`config.mk`:
```
export PLATFORM = sky130hd
export DESIGN_NAME = ppst_regs
export DESIGN_NICKNAME = d
export VERILOG_FILES = /design/src/sv/plane_point_sphere_segment_test_top_macros.svh /design/src/sv/ppst_pkg.sv /design/src/sv/ppst_regs.sv
export SDC_FILE = /design/constraint.sdc
export NUM_CORES = 1
export LEC_CHECK = 0
export BUFFER_PORTS_ARGS = -buffer_cell sky130_fd_sc_hd__buf_2
export CORE_MARGIN = 1.5
export CORE_UTILIZATION = 30
export CTS_CLUSTER_DIAMETER = 60
export DETAILED_ROUTE_END_ITERATION = 10
export GPL_ROUTABILITY_DRIVEN = 0
export PLACE_DENSITY = 0.62
export SYNTH_ARGS = -nofsm -noshare
export SYNTH_HDL_FRONTEND = slang
export SYNTH_SLANG_ARGS = --single-unit
```
`constraint.sdc`:
```
create_clock -name clk_i -period 3.34 [get_ports clk_i]
set_clock_uncertainty 0.1 [all_clocks]
set_input_delay 0.501 -clock clk_i [delete_from_list [all_inputs] [get_ports clk_i]]
set_output_delay 0.501 -clock clk_i [all_outputs]
set_load 0.05 [all_outputs]
```
`src/sv/plane_point_sphere_segment_test_top_macros.svh`:
```
// assertion macros shared by the plane test rtl
`ifndef PLANE_POINT_SPHERE_SEGMENT_TEST_TOP_MACROS_SVH
`define PLANE_POINT_SPHERE_SEGMENT_TEST_TOP_MACROS_SVH
`ifndef SYNTHESIS
`define PPST_ASSERT(name, clk, rst_n, prop) \
  name: assert property (@(posedge clk) disable iff (!rst_n) (prop)) \
    else $error("ppst assertion failed");
`define PPST_ASSERT_NEVER(name, clk, rst_n, prop) \
  name: assert property (@(posedge clk) disable iff (!rst_n) !(prop)) \
    else $error("ppst forbidden condition seen");
`else
`define PPST_ASSERT(name, clk, rst_n, prop)
`define PPST_ASSERT_NEVER(name, clk, rst_n, prop)
`endif
`endif

```
`src/sv/ppst_pkg.sv`:
```
// shared types and constants of the plane test pipeline
`default_nettype none
package ppst_pkg;

  localparam int CoordW = 32;
  localparam int NormW  = 16;
  localparam int RadW   = 31;
  // exact dot products plus aligned offset stay below 2^50 in magnitude
  localparam int AccW   = 52;
  localparam int DataW  = 32;
  localparam int AddrW  = 4;

  localparam logic signed [NormW-1:0] NormZReset = 16'sd16384;

  typedef enum logic [1:0] {
    RegNormalX = 2'd0,
    RegNormalY = 2'd1,
    RegNormalZ = 2'd2,
    RegOffset  = 2'd3
  } reg_idx_e;

  typedef struct packed {
    logic signed [NormW-1:0]  normal_x;
    logic signed [NormW-1:0]  normal_y;
    logic signed [NormW-1:0]  normal_z;
    logic signed [CoordW-1:0] offset;
  } cfg_t;

  typedef struct packed {
    logic [2:0][CoordW-1:0] p1;
    logic [2:0][CoordW-1:0] p2;
  } pts_t;

  typedef struct packed {
    logic [CoordW-1:0] distance;
    logic [CoordW-1:0] marg;
    logic              is_inside;
    logic              touch;
  } res_t;

  typedef struct packed {
    pts_t            pts;
    res_t            res;
    logic            cand;
    logic [AccW-1:0] num;
    logic [AccW-1:0] den;
  } seg_t;

  typedef struct packed {
    pts_t pts;
    res_t res;
    logic cand;
  } carry_t;

endpackage
`default_nettype wire

```
`src/sv/ppst_regs.sv`:
```
// apb register file holding the plane normal and offset
`default_nettype none
module ppst_regs (
  input  logic                         clk_i,
  input  logic                         rst_ni,
  input  logic                         psel,
  input  logic                         penable,
  input  logic                         pwrite,
  input  logic [ppst_pkg::AddrW-1:0]   paddr,
  input  logic [ppst_pkg::DataW-1:0]   pwdata,
  output logic [ppst_pkg::DataW-1:0]   prdata,
  output logic                         pready,
  output ppst_pkg::cfg_t               cfg_o
);

  ppst_pkg::cfg_t     cfg_q;
  ppst_pkg::reg_idx_e idx;

  assign idx    = ppst_pkg::reg_idx_e'(paddr[3:2]);
  assign pready = 1'b1;
  assign cfg_o  = cfg_q;

  always_ff @(posedge clk_i or negedge rst_ni) begin
    if (!rst_ni) begin
      cfg_q.normal_x <= '0;
      cfg_q.normal_y <= '0;
      cfg_q.normal_z <= ppst_pkg::NormZReset;
      cfg_q.offset   <= '0;
    end else if (psel && penable && pwrite) begin
      unique case (idx)
        ppst_pkg::RegNormalX: cfg_q.normal_x <= pwdata[ppst_pkg::NormW-1:0];
        ppst_pkg::RegNormalY: cfg_q.normal_y <= pwdata[ppst_pkg::NormW-1:0];
        ppst_pkg::RegNormalZ: cfg_q.normal_z <= pwdata[ppst_pkg::NormW-1:0];
        ppst_pkg::RegOffset:  cfg_q.offset   <= pwdata[ppst_pkg::CoordW-1:0];
        default: ;
      endcase
    end
  end

  always_comb begin
    unique case (idx)
      ppst_pkg::RegNormalX:
        prdata = {{(ppst_pkg::DataW-ppst_pkg::NormW){1'b0}}, cfg_q.normal_x};
      ppst_pkg::RegNormalY:
        prdata = {{(ppst_pkg::DataW-ppst_pkg::NormW){1'b0}}, cfg_q.normal_y};
      ppst_pkg::RegNormalZ:
        prdata = {{(ppst_pkg::DataW-ppst_pkg::NormW){1'b0}}, cfg_q.normal_z};
      ppst_pkg::RegOffset:
        prdata = cfg_q.offset;
      default:
        prdata = '0;
    endcase
  end

endmodule
`default_nettype wire

```
# Word-level counts from Yosys, hierarchy flattened
# Cells that the tools add are included.
[op_classes]
mux = 1
n_reduce_logical = 7
eq_ne = 3
[ops]
columns = ["operator", "n"]
rows = [
  ["$pmux 32 s4", 1],
  ["$reduce_and 2->1", 4],
  ["$eq 2x2->1 const B", 2],
  ["$eq 2x1->1 const B", 1],
  ["$logic_and 1x1->1", 2],
  ["$logic_not 2->1", 1],
]
[word_totals]
in_bits = 41
regBits = 80

# Longest topological paths before layout
[depth]
ltp_word = 3
depth_mapped = 5
depth_no_buf = 3

# Least setup slack after synthesis
# OpenSTA, ideal clock, no wires.
[synth_timing]
kind = "in2out"
start = "input port paddr[2] in the netlist's numbering"
end = "output port prdata[11] in the netlist's numbering"
path_stages = 3
t_arrival_ps = 1606
slack_ps = 1133
required_time_ps = 2739
cell_sequence = "buf_6 > buf_2 > mux4_2"
[synth_between]
elab_chain_len = 2
[synth_rtl]
columns = ["item", "line", "source"]
rows = [
  ["start, declared", "ppst_regs.sv:9", "input logic [ppst_pkg::AddrW-1:0] paddr,"],
  ["$eq 2x2->1 (tied with other cells)", "ppst_regs.sv:41", "unique case (idx)"],
  ["$pmux 32 s4 *", "ppst_regs.sv:41", ""],
  ["end, declared", "ppst_regs.sv:11", "output logic [ppst_pkg::DataW-1:0] prdata,"],
]
# Every way passes the cells marked *; elsewhere a longest branch is shown, timed or not.

# Worst setup path in the final report
[layout_timing]
start = "input port paddr[2] in the netlist's numbering"
end = "output port prdata[12] in the netlist's numbering"
# The elaborated chain is that of the path after synthesis.

==> run metrics <==
Hold WC Path Type in2async; flop and latch count out of synthesis 80; Initial Utilization 0.310; IO Port Bufs 150; Vias 2490; commonest cells after routing, fill and taps aside buf_2 (149), dfrtp_1 (79), mux2_2 (70); vias in the first global route 2622; DRT Pass-1 Iters 7; first-pass GRT wire length 14.2 mm; type of the worst setup path in2out; crit path time final roughly 2.6 ns; max_slew headroom 0.299; cell taking the most area after synthesis dfrtp_1; Largest register FFs 80; f_max 0.384 GHz; Final Max Slew Viols 0; post-synthesis sequential area ratio 0.562; Comb power frac 0.429; Worst Path Required approximately 2.7 ns; Worst Max-Slew Pin Slew between 1 and 1.5 ns; vias per inst 4.82; TritonCTS clock tree built; diode count 0; clock power share 0.247; residual DRC count 18; Final Hold Viols 0; commonest non-fill, non-tap cell in the layout buf_2; IR drop worst, VDD ~340 uV; Total GRT Usage 0.150; Cell variety after synth 19; Root Buffer clkbuf_16; layout cell share with drive strength beyond 1 0.735; full die area 0.0125 sq mm; Setup Buffers After CTS 0; final worst path period share 0.779; post-synth design cell area roughly 0.0036 sq mm; crit path max fanout 27; leakage power 2.44 nW; Core ar. about 0.012 sq mm; Worst Setup End Kind output pin; sw frac 0.443; Final HPWL DP 5.91 mm; nets 410; area of the multi-input gates 0.00147 sq mm; Flop pwr share 0.324; clk sink count 80; placed cell count 501; share of the synthesized area in the top cell type 0.555; largest net degree at the start of global routing 81; synthesized area per cell 16.6 sq um; Non-Filler Instances 517; wire per inst 17.2 microns; final wirelength around 8.9 mm; P_int between 0.002 and 0.0025 W; clock buffer depth 2; critical path arrival around 2.0 ns; antenna violations before repair 0; Setup TNS Final 0 ns; Fillers 1078; Area Growth Syn to Fin 34.8%; FF/Latch Area 0.00200 sq mm; max_cap viols 0; hold buffers post-CTS 0; Clk Latency, worst-skew pair approximately 0.33 ns; clock slew at reported path FFs around 0.060 ns; Synth Warn # 0; H-tree depth 3; Sw Pwr 0.00186 W; Mapped Nets 256; post-cts resize count 0; P per Cell Area just under 900 mW/mm^2; top cells by area, synth dfrtp_1 (55%), mux2_2 (22%), mux4_2 (10%); outcome finished, violations left; CTS Buf Count 9; R2R depth 1; Die Y 112 microns; FP Rows 39; Core Util, Final 0.417; I/O pin total 154; Post-DRT Antenna Nets 0; Critical Path Start Type input port; failing checks DRC; cells after synthesis 215; Starting DRT DRC Count 95; GRT overflow 0; Setup-failing EPs final 0; RSZ-0062 raised after global routing false; total power 0.00421 W; Chip Width 112 microns
[metrics by stage]
stage                     setup WS, ns  hold WS, ns  area, sq um
after floorplan                   1.13        0.105         3560
after global placement           0.718        0.403         4490
after detailed placement         0.697        0.413         4490
after CTS                        0.697        0.280         4810
after global routing             0.631        0.289         4810
final                            0.738        0.215         4810
[final timing paths]
path / end / from / slack [ns]
setup / recovery: prdata[12] / paddr[2] / 0.74
hold / removal: cfg_o[17] / rst_ni / 0.22
setup reg to reg: cfg_o[1] / cfg_o[1] / 2.44
hold reg to reg: cfg_o[67] / cfg_o[67] / 0.42
max in group asynchronous: cfg_o[62] / rst_ni / 2.20
min in group clk_i: cfg_o[23] / pwdata[23] / 0.29
[cell type report]
class                           instances  area share
Clock buffer                           14      0.0591
Clock inverter                          2     0.00729
Multi-Input combinational cell        119       0.306
Sequential cell                        80       0.417
Tap cell                              143      0.0372
Timing Repair Buffer                  159       0.173
[worst max-delay path: stages]
cell and delay, ns:
buf_2 0.63, mux4_2 0.62, buf_2 0.23
[metal layers]
metal	GRT usage	wire length (microns)	vias up
li1	-	-	1106
met3	0.0354	714	10
met2	0.240	4080	118
met5	0	0	-
met1	0.197	3960	1256
met4	0.0608	142	0
[Yosys cell counts]
| cell | instances |
|---|---|
| and3_1 | 16 |
| buf_1 | 1 |
| buf_12 | 1 |
| buf_2 | 6 |
| buf_4 | 3 |
| buf_6 | 2 |
| clkbuf_1 | 3 |
| conb_1 | 1 |
| dfrtp_1 | 79 |
| dfstp_2 | 1 |
| mux2_2 | 70 |
| mux2_4 | 10 |
| mux4_2 | 16 |
| nand2_1 | 1 |
| nand3_2 | 1 |
| nor2_1 | 1 |
| nor3_2 | 1 |
| nor3b_2 | 1 |
| or3b_1 | 1 |
[kinds of logic (layout without fill, tap and decap cells)]
| family | after synthesis | count (layout) | share of synthesized area |
|---|---|---|---|
| muxes | 96 | 96 | 0.364 |
| DFF | 80 | 80 | 0.562 |
| and+or+nand+nor | 22 | 22 | 0.0418 |
| buffers and inverters | 16 | 175 | 0.0309 |
| other | 1 | 1 | 0.00105 |
[power groups by stage]
stage	registers [W]	logic [W]	clock network (W)
floorplan	0.00216	0.000605	0
global placement	0.00136	0.00181	0
detailed placement	0.00138	0.00182	0
CTS	0.00137	0.00182	0.00107
global route	0.00140	0.00187	0.00111
finish	0.00136	0.00181	0.00104
Note: power is estimated with default switching activity, not from simulation.
