<file path="src/sv/plane_point_sphere_segment_test_top_macros.svh">
// assertion macros shared by the plane test rtl
`ifndef PLANE_POINT_SPHERE_SEGMENT_TEST_TOP_MACROS_SVH
`define PLANE_POINT_SPHERE_SEGMENT_TEST_TOP_MACROS_SVH
`ifndef SYNTHESIS
`define PPST_ASSERT(name, clk, rst_n, prop) \
  name: assert property (@(posedge clk) disable iff (!rst_n) (prop)) \
    else $error("ppst assertion failed");
`define PPST_ASSERT_NEVER(name, clk, rst_n, prop) \
  name: assert property (@(posedge clk) disable iff (!rst_n) !(prop)) \
    else $error("ppst forbidden condition seen");
`else
`define PPST_ASSERT(name, clk, rst_n, prop)
`define PPST_ASSERT_NEVER(name, clk, rst_n, prop)
`endif
`endif

</file>
<file path="src/sv/ppst_pkg.sv">
// shared types and constants of the plane test pipeline
`default_nettype none
package ppst_pkg;

  localparam int CoordW = 32;
  localparam int NormW  = 16;
  localparam int RadW   = 31;
  // exact dot products plus aligned offset stay below 2^50 in magnitude
  localparam int AccW   = 52;
  localparam int DataW  = 32;
  localparam int AddrW  = 4;

  localparam logic signed [NormW-1:0] NormZReset = 16'sd16384;

  typedef enum logic [1:0] {
    RegNormalX = 2'd0,
    RegNormalY = 2'd1,
    RegNormalZ = 2'd2,
    RegOffset  = 2'd3
  } reg_idx_e;

  typedef struct packed {
    logic signed [NormW-1:0]  normal_x;
    logic signed [NormW-1:0]  normal_y;
    logic signed [NormW-1:0]  normal_z;
    logic signed [CoordW-1:0] offset;
  } cfg_t;

  typedef struct packed {
    logic [2:0][CoordW-1:0] p1;
    logic [2:0][CoordW-1:0] p2;
  } pts_t;

  typedef struct packed {
    logic [CoordW-1:0] distance;
    logic [CoordW-1:0] marg;
    logic              is_inside;
    logic              touch;
  } res_t;

  typedef struct packed {
    pts_t            pts;
    res_t            res;
    logic            cand;
    logic [AccW-1:0] num;
    logic [AccW-1:0] den;
  } seg_t;

  typedef struct packed {
    pts_t pts;
    res_t res;
    logic cand;
  } carry_t;

endpackage
`default_nettype wire

</file>
<file path="src/sv/ppst_lerp.sv">
// crossing point p2 + (p1 - p2) * t and output register
`default_nettype none
`include "plane_point_sphere_segment_test_top_macros.svh"
module ppst_lerp #(
  parameter int T_FRAC_BITS = 16
) (
  input  logic                                 clk_i,
  input  logic                                 rst_ni,
  input  logic                                 valid_i,
  output logic                                 ready_o,
  input  ppst_pkg::carry_t                     car_i,
  input  logic [T_FRAC_BITS-1:0]               t_i,
  output logic                                 valid_o,
  input  logic                                 ready_i,
  output ppst_pkg::res_t                       res_o,
  output logic                                 hit_o,
  output logic [2:0][ppst_pkg::CoordW-1:0]     hit_pt_o
);

  localparam int CoordW = ppst_pkg::CoordW;
  localparam int ProdW  = CoordW + T_FRAC_BITS + 2;
  localparam int NStg   = 3;

  logic [NStg-1:0] v_q;
  logic [NStg-1:0] load;

  // stage 1
  logic signed [CoordW:0]    diff_q [3];
  logic [T_FRAC_BITS-1:0]    t1_q;
  logic [2:0][CoordW-1:0]    p2a_q;
  logic                      cand1_q;
  ppst_pkg::res_t            res1_q;
  // stage 2
  logic signed [ProdW-1:0]   prod_q [3];
  logic [2:0][CoordW-1:0]    p2b_q;
  logic                      cand2_q;
  ppst_pkg::res_t            res2_q;
  // stage 3
  logic [2:0][CoordW-1:0]    hp_q;
  logic                      hit_q;
  ppst_pkg::res_t            res_q;

  logic signed [ProdW-1:0]   sh [3];

  always_comb begin
    load[NStg-1] = !v_q[NStg-1] || ready_i;
    for (int k = NStg - 2; k >= 0; k--) begin
      load[k] = !v_q[k] || load[k+1];
    end
    for (int k = 0; k < 3; k++) begin
      sh[k] = prod_q[k] >>> T_FRAC_BITS;
    end
  end

  assign ready_o  = load[0];
  assign valid_o  = v_q[NStg-1];
  assign res_o    = res_q;
  assign hit_o    = hit_q;
  assign hit_pt_o = hp_q;

  always_ff @(posedge clk_i or negedge rst_ni) begin
    if (!rst_ni) begin
      v_q <= '0;
    end else begin
      if (load[0]) begin
        v_q[0] <= valid_i;
      end
      for (int k = 1; k < NStg; k++) begin
        if (load[k]) begin
          v_q[k] <= v_q[k-1];
        end
      end
    end
  end

  always_ff @(posedge clk_i) begin
    if (load[0]) begin
      for (int k = 0; k < 3; k++) begin
        diff_q[k] <= (CoordW+1)'($signed(car_i.pts.p1[k])) -
                     (CoordW+1)'($signed(car_i.pts.p2[k]));
      end
      t1_q    <= t_i;
      p2a_q   <= car_i.pts.p2;
      cand1_q <= car_i.cand;
      res1_q  <= car_i.res;
    end
    if (load[1]) begin
      for (int k = 0; k < 3; k++) begin
        prod_q[k] <= diff_q[k] * $signed({1'b0, t1_q});
      end
      p2b_q   <= p2a_q;
      cand2_q <= cand1_q;
      res2_q  <= res1_q;
    end
    if (load[2]) begin
      for (int k = 0; k < 3; k++) begin
        hp_q[k] <= cand2_q ? (sh[k][CoordW-1:0] + p2b_q[k]) : '0;
      end
      hit_q <= cand2_q;
      res_q <= res2_q;
    end
  end

  `PPST_ASSERT_NEVER(a_no_hit_zero, clk_i, rst_ni, v_q[NStg-1] && !hit_q && (hp_q != '0))

endmodule
`default_nettype wire

</file>
<file path="config.mk">
export PLATFORM = sky130hd
export DESIGN_NAME = ppst_lerp
export DESIGN_NICKNAME = d
export VERILOG_FILES = /design/src/sv/ppst_pkg.sv /design/src/sv/ppst_lerp.sv
export VERILOG_INCLUDE_DIRS = /design/src /design/src/sv
export SDC_FILE = /design/constraint.sdc
export NUM_CORES = 2
export LEC_CHECK = 0
export BUFFER_PORTS_ARGS = -buffer_cell sky130_fd_sc_hd__buf_2
export CORE_MARGIN = 1.5
export CORE_UTILIZATION = 69
export CTS_BUF_LIST = sky130_fd_sc_hd__clkbuf_8 sky130_fd_sc_hd__clkbuf_16
export CTS_CLUSTER_SIZE = 14
export DETAILED_ROUTE_END_ITERATION = 16
export PLACE_DENSITY_LB_ADDON = 0.25
export SLEW_MARGIN = 20
export SYNTH_ARGS = -nofsm -noshare
export SYNTH_HDL_FRONTEND = slang
export SYNTH_SLANG_ARGS = --single-unit
</file>
<file path="constraint.sdc">
create_clock -name clk_i -period 20.3 [get_ports clk_i]
set_input_delay 2.03 -clock clk_i [delete_from_list [all_inputs] [get_ports clk_i]]
set_output_delay 2.03 -clock clk_i [all_outputs]
set_load 0.005 [all_outputs]
</file>
## Word-level counts from Yosys, hierarchy flattened

Memory sizes are Yosys's and may differ from the RTL's.
Cells that the tools add are included.

| storage, ports and cells | value |
|---|---|
| memory bits (writable) | 249 |
| register bits | 508 |
| logic and storage cells | 49 |
| memories kept | 2 |
| output and inout port bits | 165 |

| operators by class | value |
|---|---|
| add/sub/neg operators | 6 |
| multipliers | 3 |
| reduce and logical (&&, ||, !) cells | 6 |
| muxes and demuxes | 4 |

Memories:

| name | words | bits a word | rd ports | clocked after memory_dff | wr ports | RTL line | source |
|---|---|---|---|---|---|---|---|
| prod_q | 3 | 50 | 3 | 0 | 3 | ppst_lerp.sv:34 | `logic signed [ProdW-1:0] prod_q [3];` |
| diff_q | 3 | 33 | 3 | 0 | 3 | ppst_lerp.sv:28 | `logic signed [CoordW:0] diff_q [3];` |

Operator list:

| operator | count |
|---|---|
| $mul 33x17->50 | 3 |
| $sub 32x32->33 | 3 |
| $add 32x32->32 | 3 |
| $mux 1 | 4 |
| $logic_not 1->1 | 3 |
| $logic_or 1x1->1 | 3 |

## Depth between registers and ports, before layout

| logic depth | value |
|---|---|
| word-level depth | 6 |
| gate-level depth with buffers | 29 |
| mapped depth without buffers | 25 |

## Worst setup path after synthesis

No wires, ideal clock.

| timing path | value |
|---|---|
| path type | input to register |
| start | input port ready_i |
| end | register cand1_q, enable pin |
| stages | 1 |
| setup slack | 7.203 ns |
| data arrival time | 9.698 ns |
| path buffers | 0 |
| path through | nand4b_1 |

| on the way | value |
|---|---|
| cells in the longest elaborated chain, start to end | 3 |

Ends and longest elaborated chain:

| item | RTL line | source |
|---|---|---|
| start, declared | ppst_lerp.sv:14 | `input logic ready_i,` |
| $logic_or 1x1->1 | ppst_lerp.sv:46 | `load[NStg-1] = !v_q[NStg-1] \|\| ready_i;` |
| $logic_or 1x1->1 (2 in a row) | ppst_lerp.sv:48 | `load[k] = !v_q[k] \|\| load[k+1];` |
| end signal, assigned | ppst_lerp.sv:84 | `cand1_q <= car_i.cand;` |
| end, declared | ppst_lerp.sv:31 | `logic cand1_q;` |

No other way between the ends.
A chain may end at the register's enable or synchronous reset.

==> run_results.csv <==
group,metric,value,unit
grt,grt_max_degree,107,
routing,vias,56700,
yosys,ys_ff_latch,703,
yosys,avgSynthCellArea,10.4,um^2
clock_tree,cts.repair.resized,0,
min_path,min_path_type,"reg -> reg",
flow_run,cap_violations,0,
routing,drc,0,
clock_tree,clk_latency,0.72,ns
clock_tree,ctsHoldBuffers,0,
layout,nNetsFinal,10500,
layout,fillers,8072,
status,status,"finished, final reports clean",
routing,ant_nets,0,
yosys,synth_cells,7974,
setup_path,critical_path_buf_inv_count,7,
clock_tree,cts.sinks,703,
grt,grt_use_total,33.4,%
yosys,synthDistinctLibCells,77,
clock_tree,clk_pin_slew_worst_paths,0.06,ns
clock_tree,cts_buffers,77,
setup_path,path_delay_family,"adder cells",
place,io_buffers,443,
yosys,synth.cell_area,0.0828,mm^2
yosys,yosysWarningCount,0,
sta,hold_viol,0,
clock_tree,cts_tree,"yes",
yosys,synthFlopType,"edfxtp_1",
die,chipHeight,349,um
grt,globalRouteOverflowTotal,0,
setup_path,start_kind,"register",
grt,grt_pass1_vias,61900,
sta,worst_slew_pin_slew,1.14,ns
setup_path,slowest_delay,0.76,ns
sta,finalHoldWorstSlack,0.381,ns
sta,slew_headroom,23.6,%
clock_tree,cts_buffer_depth,3,
min_path,holdCritStartpoint,"res1_q[27]",
yosys,async_flop_share,0.427,%
sta,setup_tns,0,ns
setup_path,r2r_setup_slack,11.89,ns
routing,routed_via_density,5.72,
setup_path,slowest_stage,"buf_4",
die,die_x,349,um
routing,avgRoutedWirePerCell,19.6,um
setup_path,arrival,8.88,ns
yosys,yosysSeqAreaShare,25.5,%
clock_tree,cts_root_buffer,"clkbuf_16",
setup_path,critPathMaxFanout,55,
layout,drive_gt1_share,7.72,%
die,start_util,69.8,%
min_path,hold_depth,0,
sta,rsz0062_at_grt,"no",
grt,grtUsageMet3,5.17,%
layout,post-route-util,75.0,%
setup_path,crit_path_end_kind,"register",
sta,drv_slew,0,
place,dp_hpwl,144000,um
grt,grtUsageMet2,57.5,%
setup_path,rr_endpoint,"prod_q[0][44]",
place,dp_cells,9773,
sta,fin_skew,0.0616,ns
grt,grt_pass1_wl,318000,um
layout,syn2layout_area_growth,7.37,%
setup_path,critPathKind,"reg -> reg",
die,die-area,0.122,mm^2
place,place_congestion,0.912,
min_path,hold_end,"res2_q[27]",
routing,first_pass_iters,6,
grt,busiest_layer,"met2",
setup_path,reg2reg_from,"t1_q[9]",
die,ioPinCount,444,
sta,clock.fmax,119,MHz
clock_tree,cts_setup_buffers,0,
yosys,syn_nets,10300,
grt,antenna_found_initial,5,
layout,final_cells,9917,
die,rows,126,
sta,setup_viol,0,
grt,met1_usage,42.4,%
routing,routed_wl,194000,um
sta,timing.final.crit_share,41.4,%
setup_path,worst_path_most_repeated_cell,"fa_1",
sta,timing.final.crit_period,8.41,ns
clock_tree,htreeDepth,3,
yosys,synth_edf_count,700,
setup_path,worst_ep_required_time,20.76,ns
die,design.core.area,0.119,mm^2
routing,drtIter0Drc,4356,
setup_path,worstRegToRegCells,26,
## synthesized netlist by cell type, drive strengths merged (8+ instances only)
master	n	share of area [%]
a2111oi	8	0.11
a211o	11	0.12
a211oi	24	0.22
a21o	137	1.2
a21oi	208	1.3
a31oi	21	0.17
and2	710	5.4
and3	22	0.17
clkbuf	286	1.3
edfxtp	700	25
fa	1473	36
ha	525	7.9
inv	1811	8.2
nand2	979	4.4
nand2b	41	0.31
nand3	44	0.27
nand4	24	0.18
nor2	230	1.0
nor2b	44	0.34
nor3	41	0.25
nor4	8	0.060
o21a	60	0.54
o21ai	111	0.67
o21bai	18	0.16
o31a	11	0.13
o31ai	15	0.14
or2	14	0.11
or3	11	0.083
xnor2	179	1.9
xor2	90	0.95
## metal layers
metal	vias up	part of all wire, %	wire length, um
li1	24900	-	-
met5	-	0	0
met2	2527	51	98900
met1	28700	37	72400
met3	572	7.7	15000
met4	0	4.2	8110
## flip-flops by register name, summed over array words and instances (netlist names)
| name | cells |
|---|---|
| p2b_q | 96 |
| v_q | 3 |
| t1_q | 16 |
| prod_q | 96 |
| diff_q | 99 |
| cand1_q | 1 |
| hit_pt_o | 96 |
| res1_q | 66 |
| p2a_q | 96 |
| res_o | 66 |
| res2_q | 66 |
| hit_o | 1 |
| cand2_q | 1 |
## worst max path at each step
stage	from	endpoint	cells after the start
5_1_grt	t1_q[9]	prod_q[0][44]	26
2_1_floorplan	ready_i	cand1_q	1
4_1_cts	t1_q[9]	prod_q[0][44]	26
6_report	t1_q[9]	prod_q[0][44]	26
3_5_place_dp	t1_q[9]	prod_q[0][44]	26
3_3_place_gp	t1_q[9]	prod_q[0][44]	26
## metrics by stage
| stage | area [um^2] | setup WS (ns) |
|---|---|---|
| after floorplan | 82800 | 7.20 |
| after global placement | 86300 | 12.42 |
| after detailed placement | 86300 | 12.06 |
| after CTS | 88900 | 12.09 |
| after global routing | 88900 | 11.47 |
| final | 88900 | 11.89 |
## cell families after synthesis
logic type      after synthesis  share of synthesized area, %
xor+xnor                    269                          2.85
simple gates               2194                          12.9
fa+ha+maj                  1998                          43.6
compound gates              707                          5.68
flops                       703                          25.5
mux                           2                        0.0242
buf+inv                    2101                          9.53
## cell usage in the layout, fill, tap and decap left out, types with 40 or more instances in the layout
cell type and n:
inv_1 1818, xor2_1 90, buf_2 443, buf_4 45, fa_1 1473, nand2_1 979, nand2b_1 40, a21oi_1 207
nor2_1 230, nor2b_1 43, ha_1 525, edfxtp_1 700, o21a_1 60, clkbuf_16 77, o21ai_0 104, a21o_1 137
nand3_1 44, and2_1 710, nor3_1 41, xnor2_1 179
## final cells by class
type                       instances  area (um^2)  area share, %
multi-input combinational       5170        53800           60.5
sequential                       703        21100           23.7
inverter                        1811         6800           7.65
timing repair buffer             489         2570           2.90
tap                             1600         2000           2.25
clock buffer                      77         1930           2.17
clock inverter                    62          662          0.745
antenna                            5         12.5         0.0141
Power is not shown: default switching activity piles up to over one toggle a cycle in this logic, so the estimate is an artifact.
